===== src/hdl/lohl_pkg.sv =====
// Shared constants, register indexes and beat layouts for the lead object hold latch.
package lohl_pkg;

	localparam int STREAK_BITS = 8;
	localparam int CMP_BITS    = (STREAK_BITS > 8) ? STREAK_BITS : 8;

	localparam int DIST_W   = 18;
	localparam int SPEED_W  = 17;
	localparam int GATE_W   = 16;
	localparam int COUNT_W  = 8;
	localparam int DT_W     = 11;
	localparam int REL_O_W  = 18;
	localparam int TRAVEL_W = 40;
	localparam int INC_W    = 16;

	localparam int IN_DATA_W  = 64;
	localparam int OUT_DATA_W = 40;
	localparam int CFG_IDX_W  = 3;

	localparam logic [DIST_W-1:0] FREE_ROAD_MM = DIST_W'(150000);
	localparam logic [STREAK_BITS-1:0] STREAK_MAX = '1;

	localparam logic [CFG_IDX_W-1:0] REG_LATCH_DIST  = 3'd0;
	localparam logic [CFG_IDX_W-1:0] REG_SPEED_GATE  = 3'd1;
	localparam logic [CFG_IDX_W-1:0] REG_RELEASE_CNT = 3'd2;
	localparam logic [CFG_IDX_W-1:0] REG_ARM_CNT     = 3'd3;
	localparam logic [CFG_IDX_W-1:0] REG_JUMP_GATE   = 3'd4;
	localparam logic [CFG_IDX_W-1:0] REG_GAP_FLOOR   = 3'd5;

	typedef struct packed {
		logic                      detected;
		logic [DIST_W-1:0]         dist_mm;
		logic signed [SPEED_W-1:0] rel;
		logic signed [SPEED_W-1:0] own;
		logic [DT_W-1:0]           dt;
	} frame_t;

endpackage


===== src/hdl/lead_object_hold_latch.sv =====
// Lead object hold latch: top level with travel integration, streak counting and loss latch.
//
// One frame goes in per beat and one result comes out per beat; a new frame can be
// taken every cycle unless the result is held by m_tready low. A frame passes three
// registers: an input register, a stage that forms own travel (own speed times elapsed
// ticks), and the stage that updates the tracked state and loads the result register.
// The state update is registered with the result, so frames follow back to back.
// Configuration writes are taken at any time but should only be made while idle.
module lead_object_hold_latch
	import lohl_pkg::*;
(
	input  logic                   clk,
	input  logic                   arst_n,
	input  logic                   s_tvalid,
	output logic                   s_tready,
	input  logic [IN_DATA_W-1:0]   s_tdata,  // measured_dist_mm, measured_rel_speed, own_speed, elapsed_ticks, zero pad
	input  logic                   s_tuser,  // detected
	output logic                   m_tvalid,
	input  logic                   m_tready,
	output logic [OUT_DATA_W-1:0]  m_tdata,  // lead_dist_mm, lead_rel_speed, hold_active, zero pad
	output logic                   m_tuser,  // lead_present
	input  logic                   cfg_valid,
	output logic                   cfg_ready,
	input  logic [CFG_IDX_W-1:0]   cfg_index,
	input  logic [DIST_W-1:0]      cfg_data
);

	// config registers
	logic [DIST_W-1:0]  latch_dist_q;
	logic [GATE_W-1:0]  speed_gate_q;
	logic [COUNT_W-1:0] release_cnt_q;
	logic [COUNT_W-1:0] arm_cnt_q;
	logic [DIST_W-1:0]  jump_gate_q;
	logic [DIST_W-1:0]  gap_floor_q;

	assign cfg_ready = 1'b1;

	always_ff @(posedge clk or negedge arst_n) begin
		if (!arst_n) begin
			latch_dist_q  <= DIST_W'(10000);
			speed_gate_q  <= GATE_W'(3000);
			release_cnt_q <= COUNT_W'(5);
			arm_cnt_q     <= COUNT_W'(10);
			jump_gate_q   <= DIST_W'(4000);
			gap_floor_q   <= DIST_W'(500);
		end else if (cfg_valid && cfg_ready) begin
			unique case (cfg_index)
				REG_LATCH_DIST:  latch_dist_q  <= cfg_data;
				REG_SPEED_GATE:  speed_gate_q  <= cfg_data[GATE_W-1:0];
				REG_RELEASE_CNT: release_cnt_q <= cfg_data[COUNT_W-1:0];
				REG_ARM_CNT:     arm_cnt_q     <= cfg_data[COUNT_W-1:0];
				REG_JUMP_GATE:   jump_gate_q   <= cfg_data;
				REG_GAP_FLOOR:   gap_floor_q   <= cfg_data;
				default: ;
			endcase
		end
	end

	// pipeline flow
	logic   valid_s1, valid_s2, out_valid_q;
	logic   adv_out, adv_s2, adv_s1;
	frame_t frame_s1, frame_s2;
	logic [INC_W-1:0] inc_s2;

	assign adv_out  = !out_valid_q || m_tready;
	assign adv_s2   = !valid_s2 || adv_out;
	assign adv_s1   = !valid_s1 || adv_s2;
	assign s_tready = adv_s1;

	always_ff @(posedge clk or negedge arst_n) begin
		if (!arst_n) begin
			valid_s1    <= 1'b0;
			valid_s2    <= 1'b0;
			out_valid_q <= 1'b0;
		end else begin
			if (adv_s1)
				valid_s1 <= s_tvalid;
			if (adv_s2)
				valid_s2 <= valid_s1;
			if (adv_out)
				out_valid_q <= valid_s2;
		end
	end

	always_ff @(posedge clk) begin
		if (adv_s1 && s_tvalid) begin
			frame_s1.detected <= s_tuser;
			frame_s1.dist_mm  <= s_tdata[17:0];
			frame_s1.rel      <= s_tdata[34:18];
			frame_s1.own      <= s_tdata[51:35];
			frame_s1.dt       <= s_tdata[62:52];
		end
	end

	// own travel for this frame, in mm
	logic        travel_en;
	logic [25:0] travel_prod;

	assign travel_en = (frame_s1.dt != '0) && !frame_s1.dt[DT_W-1]
		&& !frame_s1.own[SPEED_W-1] && (frame_s1.own != '0);
	assign travel_prod = frame_s1.own[15:0] * frame_s1.dt[9:0];

	always_ff @(posedge clk) begin
		if (adv_s2 && valid_s1) begin
			frame_s2 <= frame_s1;
			inc_s2   <= travel_en ? travel_prod[25:10] : '0;
		end
	end

	// tracked state
	logic [DIST_W-1:0]      remembered_q;
	logic [TRAVEL_W-1:0]    since_q;   // travel since last confirm, mod 2^40
	logic [STREAK_BITS-1:0] streak_q;
	logic                   hold_q;

	logic                   step;
	logic [STREAK_BITS-1:0] streak_inc;
	logic                   trusted, plausible, solid, slow, latch_now, confirm;
	logic [DIST_W-1:0]      diff;
	logic [TRAVEL_W-1:0]    moved;
	logic [DIST_W-1:0]      gap_raw, gap;
	logic                   hold_next;

	assign step       = valid_s2 && adv_out;
	assign streak_inc = (streak_q == STREAK_MAX) ? streak_q : streak_q + 1'b1;
	assign trusted    = CMP_BITS'(streak_inc) >= CMP_BITS'(release_cnt_q);
	assign diff       = (frame_s2.dist_mm >= remembered_q) ? frame_s2.dist_mm - remembered_q
		: remembered_q - frame_s2.dist_mm;
	assign plausible  = (remembered_q >= latch_dist_q) || (diff < jump_gate_q);
	assign confirm    = frame_s2.detected && trusted && plausible;

	assign solid     = CMP_BITS'(streak_q) >= CMP_BITS'(arm_cnt_q);
	assign slow      = $signed({frame_s2.own[SPEED_W-1], frame_s2.own})
		< $signed({2'b00, speed_gate_q});
	assign latch_now = !frame_s2.detected && solid && (remembered_q < latch_dist_q) && slow;

	assign moved   = since_q + TRAVEL_W'(inc_s2);
	assign gap_raw = (TRAVEL_W'(remembered_q) > moved) ? remembered_q - moved[DIST_W-1:0] : '0;
	assign gap     = (gap_raw < gap_floor_q) ? gap_floor_q : gap_raw;

	always_comb begin
		hold_next = hold_q;
		if (frame_s2.detected && trusted)
			hold_next = 1'b0;
		else if (latch_now)
			hold_next = 1'b1;
	end

	always_ff @(posedge clk or negedge arst_n) begin
		if (!arst_n) begin
			remembered_q <= FREE_ROAD_MM;
			since_q      <= '0;
			streak_q     <= '0;
			hold_q       <= 1'b0;
		end else if (step) begin
			since_q  <= confirm ? '0 : moved;
			streak_q <= frame_s2.detected ? streak_inc : '0;
			hold_q   <= hold_next;
			if (confirm)
				remembered_q <= frame_s2.dist_mm;
		end
	end

	// result register
	logic [DIST_W-1:0]  res_dist_q;
	logic [REL_O_W-1:0] res_rel_q;
	logic               res_present_q, res_hold_q;

	always_ff @(posedge clk) begin
		if (step) begin
			res_hold_q <= hold_next;
			if (latch_now) begin
				res_present_q <= 1'b1;
				res_dist_q    <= gap;
				res_rel_q     <= -{frame_s2.own[SPEED_W-1], frame_s2.own};
			end else begin
				res_present_q <= frame_s2.detected;
				res_dist_q    <= frame_s2.dist_mm;
				res_rel_q     <= {frame_s2.rel[SPEED_W-1], frame_s2.rel};
			end
		end
	end

	assign m_tvalid = out_valid_q;
	assign m_tuser  = res_present_q;
	assign m_tdata  = {3'b000, res_hold_q, res_rel_q, res_dist_q};

	// checks
	a_latched_gap_floor: assert property (@(posedge clk) disable iff (!arst_n)
		step && latch_now |=> m_tdata[17:0] >= $past(gap_floor_q))
		else $error("latched gap below floor");

	a_trusted_clears_hold: assert property (@(posedge clk) disable iff (!arst_n)
		step && frame_s2.detected && trusted |=> !hold_q && !m_tdata[36])
		else $error("trusted detection left hold set");

	a_stall_only_on_backpressure: assert property (@(posedge clk) disable iff (!arst_n)
		!s_tready |-> m_tvalid && !m_tready)
		else $error("input stalled without output backpressure");

endmodule


===== config.mk =====
export PLATFORM = sky130hd
export DESIGN_NAME = lead_object_hold_latch
export DESIGN_NICKNAME = d
export VERILOG_FILES = /design/src/hdl/lohl_pkg.sv /design/src/hdl/lead_object_hold_latch.sv
export SDC_FILE = /design/constraint.sdc
export NUM_CORES = 1
export LEC_CHECK = 0
export CELL_PAD_IN_SITES_DETAIL_PLACEMENT = 1
export CELL_PAD_IN_SITES_GLOBAL_PLACEMENT = 1
export CORE_ASPECT_RATIO = 0.9
export CORE_MARGIN = 1.5
export CORE_UTILIZATION = 53
export CTS_BUF_LIST = sky130_fd_sc_hd__clkbuf_8
export DETAILED_ROUTE_END_ITERATION = 10
export DONT_BUFFER_PORTS = 1
export HOLD_SLACK_MARGIN = 0.08
export PLACE_DENSITY_LB_ADDON = 0.1
export RECOVER_POWER = 25
export REMOVE_ABC_BUFFERS = 1
export SETUP_SLACK_MARGIN = 0.15
export SLEW_MARGIN = 15
export SYNTH_ARGS = -nofsm -noshare
export SYNTH_HDL_FRONTEND = slang
export SYNTH_SLANG_ARGS = --single-unit
export TNS_END_PERCENT = 50

===== constraint.sdc =====
create_clock -name clk -period 8.3 [get_ports clk]
set_input_delay 0.415 -clock clk [delete_from_list [all_inputs] [get_ports clk]]
set_output_delay 0.415 -clock clk [all_outputs]
set_load 0.02 [all_outputs]

**Yosys cells after proc, flatten, opt, wreduce, memory -nomap -nowiden**

Index checks and enable logic that the tools add are counted.

- Latch bits: 0
- Flip-flop bits (word level): 327
- Bits in writable memories: 0
- Memory bits (read-only): 0
- Memories kept: 0

- Multipliers: 1
- Div/mod/pow operators: 0
- Shift operators: 0
- Magnitude comparators: 9
- Muxes and demuxes: 10
- Equality and inequality tests: 6
- Bitwise logic cells: 0
- Reduce and logical (&&, ||, !) cells: 31
- Add/subtract/negate cells: 6

Operators by type and width:

| operator | number |
|---|---|
| $mux W18 | 5 |
| $lt A18 B18 Y1 | 3 |
| $sub A18 B18 Y18 | 3 |
| $add A40 B16 Y40 | 1 |
| $gt A18 B40 Y1 | 1 |
| $mux W40 | 1 |
| $ge A18 B18 Y1 | 2 |
| $mul A16 B10 Y26 | 1 |
| $neg A18 Y18 | 1 |
| $lt A17 B17 Y1 | 1 |
| $reduce_bool A17 Y1 | 1 |
| $ge A8 B8 Y1 | 2 |
| $mux W8 | 2 |
| $reduce_and A2 Y1 | 7 |
| $logic_and A1 B1 Y1 | 11 |
| $reduce_bool A11 Y1 | 1 |
| $add A8 B1 Y8 const B | 1 |
| $eq A8 B8 Y1 const B | 1 |
| $eq A3 B2 Y1 const B | 2 |
| $eq A3 B3 Y1 const B | 2 |
| $logic_not A1 Y1 | 6 |
| $logic_or A1 B1 Y1 | 4 |
| $eq A3 B1 Y1 const B | 1 |
| $logic_not A3 Y1 | 1 |
| $mux W1 | 2 |

**Depth between registers and ports, before layout**

- Depth after elaboration: 6
- Gate-level depth with buffers: 36

**Least setup slack after synthesis**

OpenSTA, ideal clock, no wires.

- Path kind: reg2reg
- Start point: register since_q[0]
- End point: register res_dist_q[11], data pin
- Cell stages (with the launch flop): 37
- Arrival: 7164 ps
- Path slack: 867 ps
- Setup time: 269 ps
- Cells stage by stage: dfrtp_1 ha_1 inv_1 fa_1 nor2b_1 o31a_1 o22ai_1 o21ai_0 nand3_1 and2_1 o21bai_1 a21oi_1 xor2_1 ha_1 and3_1 nand3_1 a32oi_1 o41a_1 a21bo_2 a2111oi_2 nand4_1 or4_4 clkbuf_1 nor2_1 ha_1 a21o_1 a21o_1 a21o_1 a21o_1 a221o_1 a21oi_1 o21a_1 nor3b_1 a21oi_1 clkbuf_1 mux2i_1 o21ai_0

- Longest elaborated chain between the ends: 6

RTL lines:

| what | line | RTL |
|---|---|---|
| start, declared | lead_object_hold_latch.sv:112 | `logic [TRAVEL_W-1:0] since_q;` |
| start signal, assigned | lead_object_hold_latch.sv:156 | `since_q <= confirm ? '0 : moved;` |
| $add A40 B16 Y40 * | lead_object_hold_latch.sv:137 | `assign moved = since_q + TRAVEL_W'(inc_s2);` |
| $gt A18 B40 Y1 or $sub A18 B18 Y18 (tied branches) | lead_object_hold_latch.sv:138 | `assign gap_raw = (TRAVEL_W'(remembered_q) > moved) ? remembered_q - moved[DIST_W-1:0] : '0;` |
| $mux W18 * | lead_object_hold_latch.sv:138 |  |
| $lt A18 B18 Y1 | lead_object_hold_latch.sv:139 | `assign gap = (gap_raw < gap_floor_q) ? gap_floor_q : gap_raw;` |
| $mux W18 * | lead_object_hold_latch.sv:139 |  |
| $mux W18 * | lead_object_hold_latch.sv:172 | `if (latch_now) begin` |
| end signal, assigned | lead_object_hold_latch.sv:174 | `res_dist_q <= gap;` |
| end signal, assigned | lead_object_hold_latch.sv:178 | `res_dist_q <= frame_s2.dist_mm;` |
| end, declared | lead_object_hold_latch.sv:165 | `logic [DIST_W-1:0] res_dist_q;` |

Mark *: on every way between the ends. The rest lies on a longest branch, timed or not.
A chain may end at the register's enable or synchronous reset.

**Worst setup path after layout**

- Start point: register since_q[0]
- End point: register res_dist_q[8], data pin

Same word-level chain as after synthesis.

==> impl.org <==
** Status
- The run finished, with violations left.
- The final reports fail on max-capacitance violations, max-slew violations.

** Logic synthesis
- Counting flops with a built-in enable in the synthesized netlist gives 171.
- Dominant register cell in the synthesized netlist :: sky130_fd_sc_hd__edfxtp_1
- Post-Synthesis Mean Instance Area :: 10.1 um^2
- Post-Syn Instances :: 2304
- The share of the Yosys chip area taken by registers is between 30 and 40%.
- Yosys top cell by area :: sky130_fd_sc_hd__edfxtp_1
- Register bit count reported by yosys :: 327
- Number of distinct library cells after synthesis :: 77
- After synthesis, the share of flip-flops with an asynchronous set or reset is 47.7%.
- By area the synthesized netlist is led by sky130_fd_sc_hd__edfxtp_1 (22%), sky130_fd_sc_hd__dfrtp_1 (13%), sky130_fd_sc_hd__ha_1 (11%).
- Summed over its instances, the top area cell type makes up between 20% and 30% of the synthesized netlist area.
- After synthesis the cells add up to 23200 um^2.
- During synthesis, Yosys emitted a total of 0 warnings.

** Finish
- Fraction of layout cells with a size suffix above 1 :: 9.23%
- Utilization after layout :: 60.1%
- The area growth from synthesis to layout is 11.6%.
- Post-layout net count :: ~2800

** Clocking
- The root buffer cell chosen for the clock tree is sky130_fd_sc_hd__clkbuf_8.
- Total clock sinks :: 327
- After clock tree synthesis, the clock-pin slew on the worst setup and hold paths is 0.07 ns.
- CTS H-tree lvls :: 2
- Clock buffer depth :: 3
- CTS tree :: yes
- Latest clock arrival within the worst-skew pair :: roughly 0.7 ns
- Clock buffer count from CTS :: 56

** Setup path
- Type of element launching the critical path :: flip-flop
- Required arrival time at the worst endpoint :: between 8 and 9 ns
- The setup check on the worst reg-to-reg path leaves a slack of 0.61 ns.
- Maximum fanout along the worst path :: 10
- In this run the worst setup path begins at since_q[0].
- The most numerous cell type found on the critical path is sky130_fd_sc_hd__a21o_1.
- Startpoint of the most critical register-to-register path :: since_q[0]
- By startpoint and endpoint, the worst setup path is classified as flip-flop to flip-flop.
- Critical path destination :: res_dist_q[8]
- Endpoint class of the critical path :: flip-flop
- Worst EP arrival :: 8.11 ns
- Critical path's largest stage delay :: 0.57 ns
- Measured in cells, the most critical reg-to-reg path has a length of 35.
- Cell type of the slowest stage on the worst timing path :: sky130_fd_sc_hd__or4_4
- The endpoint identified for the worst register-to-register timing path is res_dist_q[8].

** Detailed routing
- Mean routed wirelength per cell :: 23.3 um
- Number of nets still failing antenna checks after routing :: 0
- Summing over every cut layer, the via total after detailed routing is 17800.
- DR pass1 iterations :: 5
- Using the TritonRoute via totals, the vias-per-cell ratio works out to 5.94.
- DRC viols :: 0
- Detailed router's first-iteration violation count :: 1052
- Total detailed-routing wirelength :: 69.6 mm

** Power and ir drop
- Clk pwr share :: 15.6%
- Cell internal power was estimated by the tool at 0.00525 W.
- Largest voltage drop on the vdd net :: 0.230 mV
- Power density over the cells :: about 380 nW/um^2
- Share of total power in sequential cells :: between 20% and 30%
- Share of power burned in combinational logic :: 59.8%
- For this design the total switching power over the nets is 0.00454 W.
- Net switching fraction of the power :: between 40% and 50%
- The analysis attributes to cell leakage a power of 11.8 nW.

** Die
- Pin placement for this block handled 135 I/O pins.
- The floorplan step defined a core boundary enclosing ~43000 um^2.
- In this run the vertical extent of the chip is 202 um.
- Initial Util :: 53.9%
- Total Die Area :: 45100 um^2
- Core Rows :: 72
- Measured along the x axis, the die boundary spans 224 um.

** STA
- Post-route worst setup slack :: 0.606 ns
- Final period demand of the worst path :: 7.69 ns
- Worst max-slew margin expressed relative to the limit :: -19.8%
- The final critical path takes up 92.7% of the cycle.
- Based on the critical path, the design can be clocked at up to about 0.13 GHz.
- Setup repair after global routing left no endpoint under its margin.
- Worst Skew :: 0.0258 ns
- Final Hold Vio Count :: 0
- Final hold analysis gives a worst-case slack of 0.153 ns.
- Summed over all failing endpoints, the final setup total negative slack is 0 ns.
- For the pin with the worst max-slew slack, the measured transition is around 1.8 ns.
- The number of slew-limit violations in the final report came to 36.
- Setup violations remaining at the end of the flow were counted as 0.

** Global route
- The number of antenna violations at the first check in global routing is 11.
- Entering global routing, the biggest net connects 157 pins.
- The first global-routing pass estimated 109 mm of wire.
- Global Route Usage Sum :: between 30% and 40%
- Total overflow reported by the global router :: 0
- Number of global-route vias before repair :: 19500

** Placement
- Prior to clock tree synthesis, the placed netlist has a worst setup slack of between 0.15 and 0.2 ns.
- Detailed placement finished with a half-perimeter wire length of 50.1 mm.
- Placer Congestion :: 0.951
- In this run the tool buffered the top-level ports with 0 buffer cells.

** Flow run
- Across the run, the number of max-cap violations was 1.

** Min path
- Hold WC Path Type :: input pin to flip-flop
- The startpoint identified for the worst hold timing path is cfg_index[1].
==> sequential cells by signal, indices dropped and copies added, names as in the netlist, 8 cells and up <==
| signal | flops |
|---|---|
| arm_cnt_q | 8 |
| frame_s1 | 64 |
| frame_s2 | 53 |
| gap_floor_q | 18 |
| inc_s2 | 16 |
| jump_gate_q | 18 |
| latch_dist_q | 18 |
| release_cnt_q | 8 |
| remembered_q | 18 |
| res_dist_q | 18 |
| res_rel_q | 18 |
| since_q | 40 |
| speed_gate_q | 16 |
| streak_q | 8 |
==> timing repair <==
item / CTS / global route
setup endpoints to repair: 0 / 18
endpoints found under the hold margin: 309 / 0
hold buffers: 89 / 0
setup buffers: 0 / 2
resized for setup: 0 / 15
==> area by class of cell <==
type | count | area, um^2
Antenna cell | 7 | 17.5
Clock buffer | 62 | 853
Clock inverter | 44 | 292
Fill cell | 4685 | 17200
Inverter | 245 | 920
Multi-Input combinational cell | 1636 | 13000
Sequential cell | 327 | 9080
Tap cell | 555 | 694
Timing Repair Buffer | 114 | 1120
==> power groups by stage <==
stage                     clock (W)  combinational [W]  sequential (W)
after floorplan                   0            0.00410         0.00230
after global placement            0            0.00535         0.00240
after detailed placement          0            0.00561         0.00242
after CTS                   0.00155            0.00574         0.00240
after global routing        0.00162            0.00645         0.00243
final                       0.00153            0.00586         0.00240
==> worst max-delay path, delay by kind of cell, from the launching register on <==
kind	cells	cell delay, ns
muxes	1	0.21
xor gates and xnor gates	1	0.22
DFF	1	0.35
buffers and inverters	2	0.32
and+or+nand+nor	9	1.71
adders and majority gates	4	1.24
AOI/OAI and AO/OA	18	3.41
==> synth_stat cells, types with 6 or more instances <==
cell type                    n
sky130_fd_sc_hd__a211oi_1    7
sky130_fd_sc_hd__a21o_1     55
sky130_fd_sc_hd__a21oi_1    83
sky130_fd_sc_hd__a22o_1     15
sky130_fd_sc_hd__a311oi_1    6
sky130_fd_sc_hd__a31oi_1    13
sky130_fd_sc_hd__and2_1     80
sky130_fd_sc_hd__and3_1     18
sky130_fd_sc_hd__and4_1      7
sky130_fd_sc_hd__buf_2       6
sky130_fd_sc_hd__clkbuf_1   85
sky130_fd_sc_hd__dfrtp_1   120
sky130_fd_sc_hd__dfstp_2    36
sky130_fd_sc_hd__edfxtp_1  171
sky130_fd_sc_hd__fa_1      113
sky130_fd_sc_hd__ha_1      212
sky130_fd_sc_hd__inv_1     245
sky130_fd_sc_hd__mux2_2     43
sky130_fd_sc_hd__mux2i_1    43
sky130_fd_sc_hd__nand2_1   273
sky130_fd_sc_hd__nand2b_1   19
sky130_fd_sc_hd__nand3_1    29
sky130_fd_sc_hd__nand4_1    22
sky130_fd_sc_hd__nor2_1     99
sky130_fd_sc_hd__nor2b_1    17
sky130_fd_sc_hd__nor3_1     43
sky130_fd_sc_hd__nor4_1     18
sky130_fd_sc_hd__o211ai_1   10
sky130_fd_sc_hd__o21a_1     26
sky130_fd_sc_hd__o21ai_0   152
sky130_fd_sc_hd__o21ai_1    13
sky130_fd_sc_hd__o21bai_1   16
sky130_fd_sc_hd__o31a_1      7
sky130_fd_sc_hd__o31ai_1    23
sky130_fd_sc_hd__or3_1       9
sky130_fd_sc_hd__or4_1       7
sky130_fd_sc_hd__xnor2_1    41
sky130_fd_sc_hd__xor2_1     28
==> placed cells by master, fill, tap and decap left out, types with 18 or more instances in the layout <==
master,netlist,routed
sky130_fd_sc_hd__nor4_1,18,18
sky130_fd_sc_hd__xor2_1,28,26
sky130_fd_sc_hd__dfrtp_1,120,120
sky130_fd_sc_hd__o31ai_1,23,22
sky130_fd_sc_hd__dfstp_2,36,36
sky130_fd_sc_hd__and2_1,80,78
sky130_fd_sc_hd__xnor2_1,41,40
sky130_fd_sc_hd__fa_1,113,113
sky130_fd_sc_hd__inv_1,245,261
sky130_fd_sc_hd__mux2_2,43,43
sky130_fd_sc_hd__nand4_1,22,22
sky130_fd_sc_hd__buf_4,5,22
sky130_fd_sc_hd__mux2i_1,43,43
sky130_fd_sc_hd__edfxtp_1,171,171
sky130_fd_sc_hd__nor2_1,99,98
sky130_fd_sc_hd__a21oi_1,83,79
sky130_fd_sc_hd__ha_1,212,210
sky130_fd_sc_hd__nand3_1,29,29
sky130_fd_sc_hd__dlygate4sd3_1,0,88
sky130_fd_sc_hd__nor3_1,43,42
sky130_fd_sc_hd__nand2_1,273,272
sky130_fd_sc_hd__a21o_1,55,55
sky130_fd_sc_hd__o21ai_0,152,150
sky130_fd_sc_hd__o21a_1,26,26
sky130_fd_sc_hd__clkbuf_8,0,62
sky130_fd_sc_hd__nand2b_1,19,19
==> worst min path at each step <==
stage	depth (start not counted)	slack, ns	to
CTS	4	0.11	speed_gate_q[5]
detailed placement	0	0.13	gap_floor_q[3]
global placement	0	0.13	gap_floor_q[1]
global route	2	0.16	release_cnt_q[0]
floorplan	0	0.12	arm_cnt_q[0]
finish	4	0.15	speed_gate_q[5]
==> cell families after synthesis <==
group | synth area share, %
compound gates | 13.4
xor+xnor | 2.60
fa+ha+maj | 21.1
buf+inv | 5.72
flops | 39.1
mux | 3.94
other cells | 0.0323
simple gates | 14.0
==> per-stage QoR <==
| step | instances | area (um^2) | total power, W |
|---|---|---|---|
| floorplan | 2208 | 22800 | 0.00640 |
| global placement | 2785 | 23800 | 0.00775 |
| detailed placement | 2785 | 23800 | 0.00804 |
| CTS | 2980 | 25800 | 0.00970 |
| global route | 2986 | 25900 | 0.0105 |
| finish | 2990 | 25900 | 0.00979 |
==> layer usage <==
| layer | vias up | track usage, % | wire length, um |
|---|---|---|---|
| met3 | 144 | 5.74 | 3980 |
| met4 | 8 | 11.8 | 2200 |
| met1 | 8973 | 40.7 | 30100 |
| met5 | - | 0 | 54 |
| li1 | 8197 | - | - |
| met2 | 453 | 52.2 | 33200 |
Power figures use the tool's default switching activity.
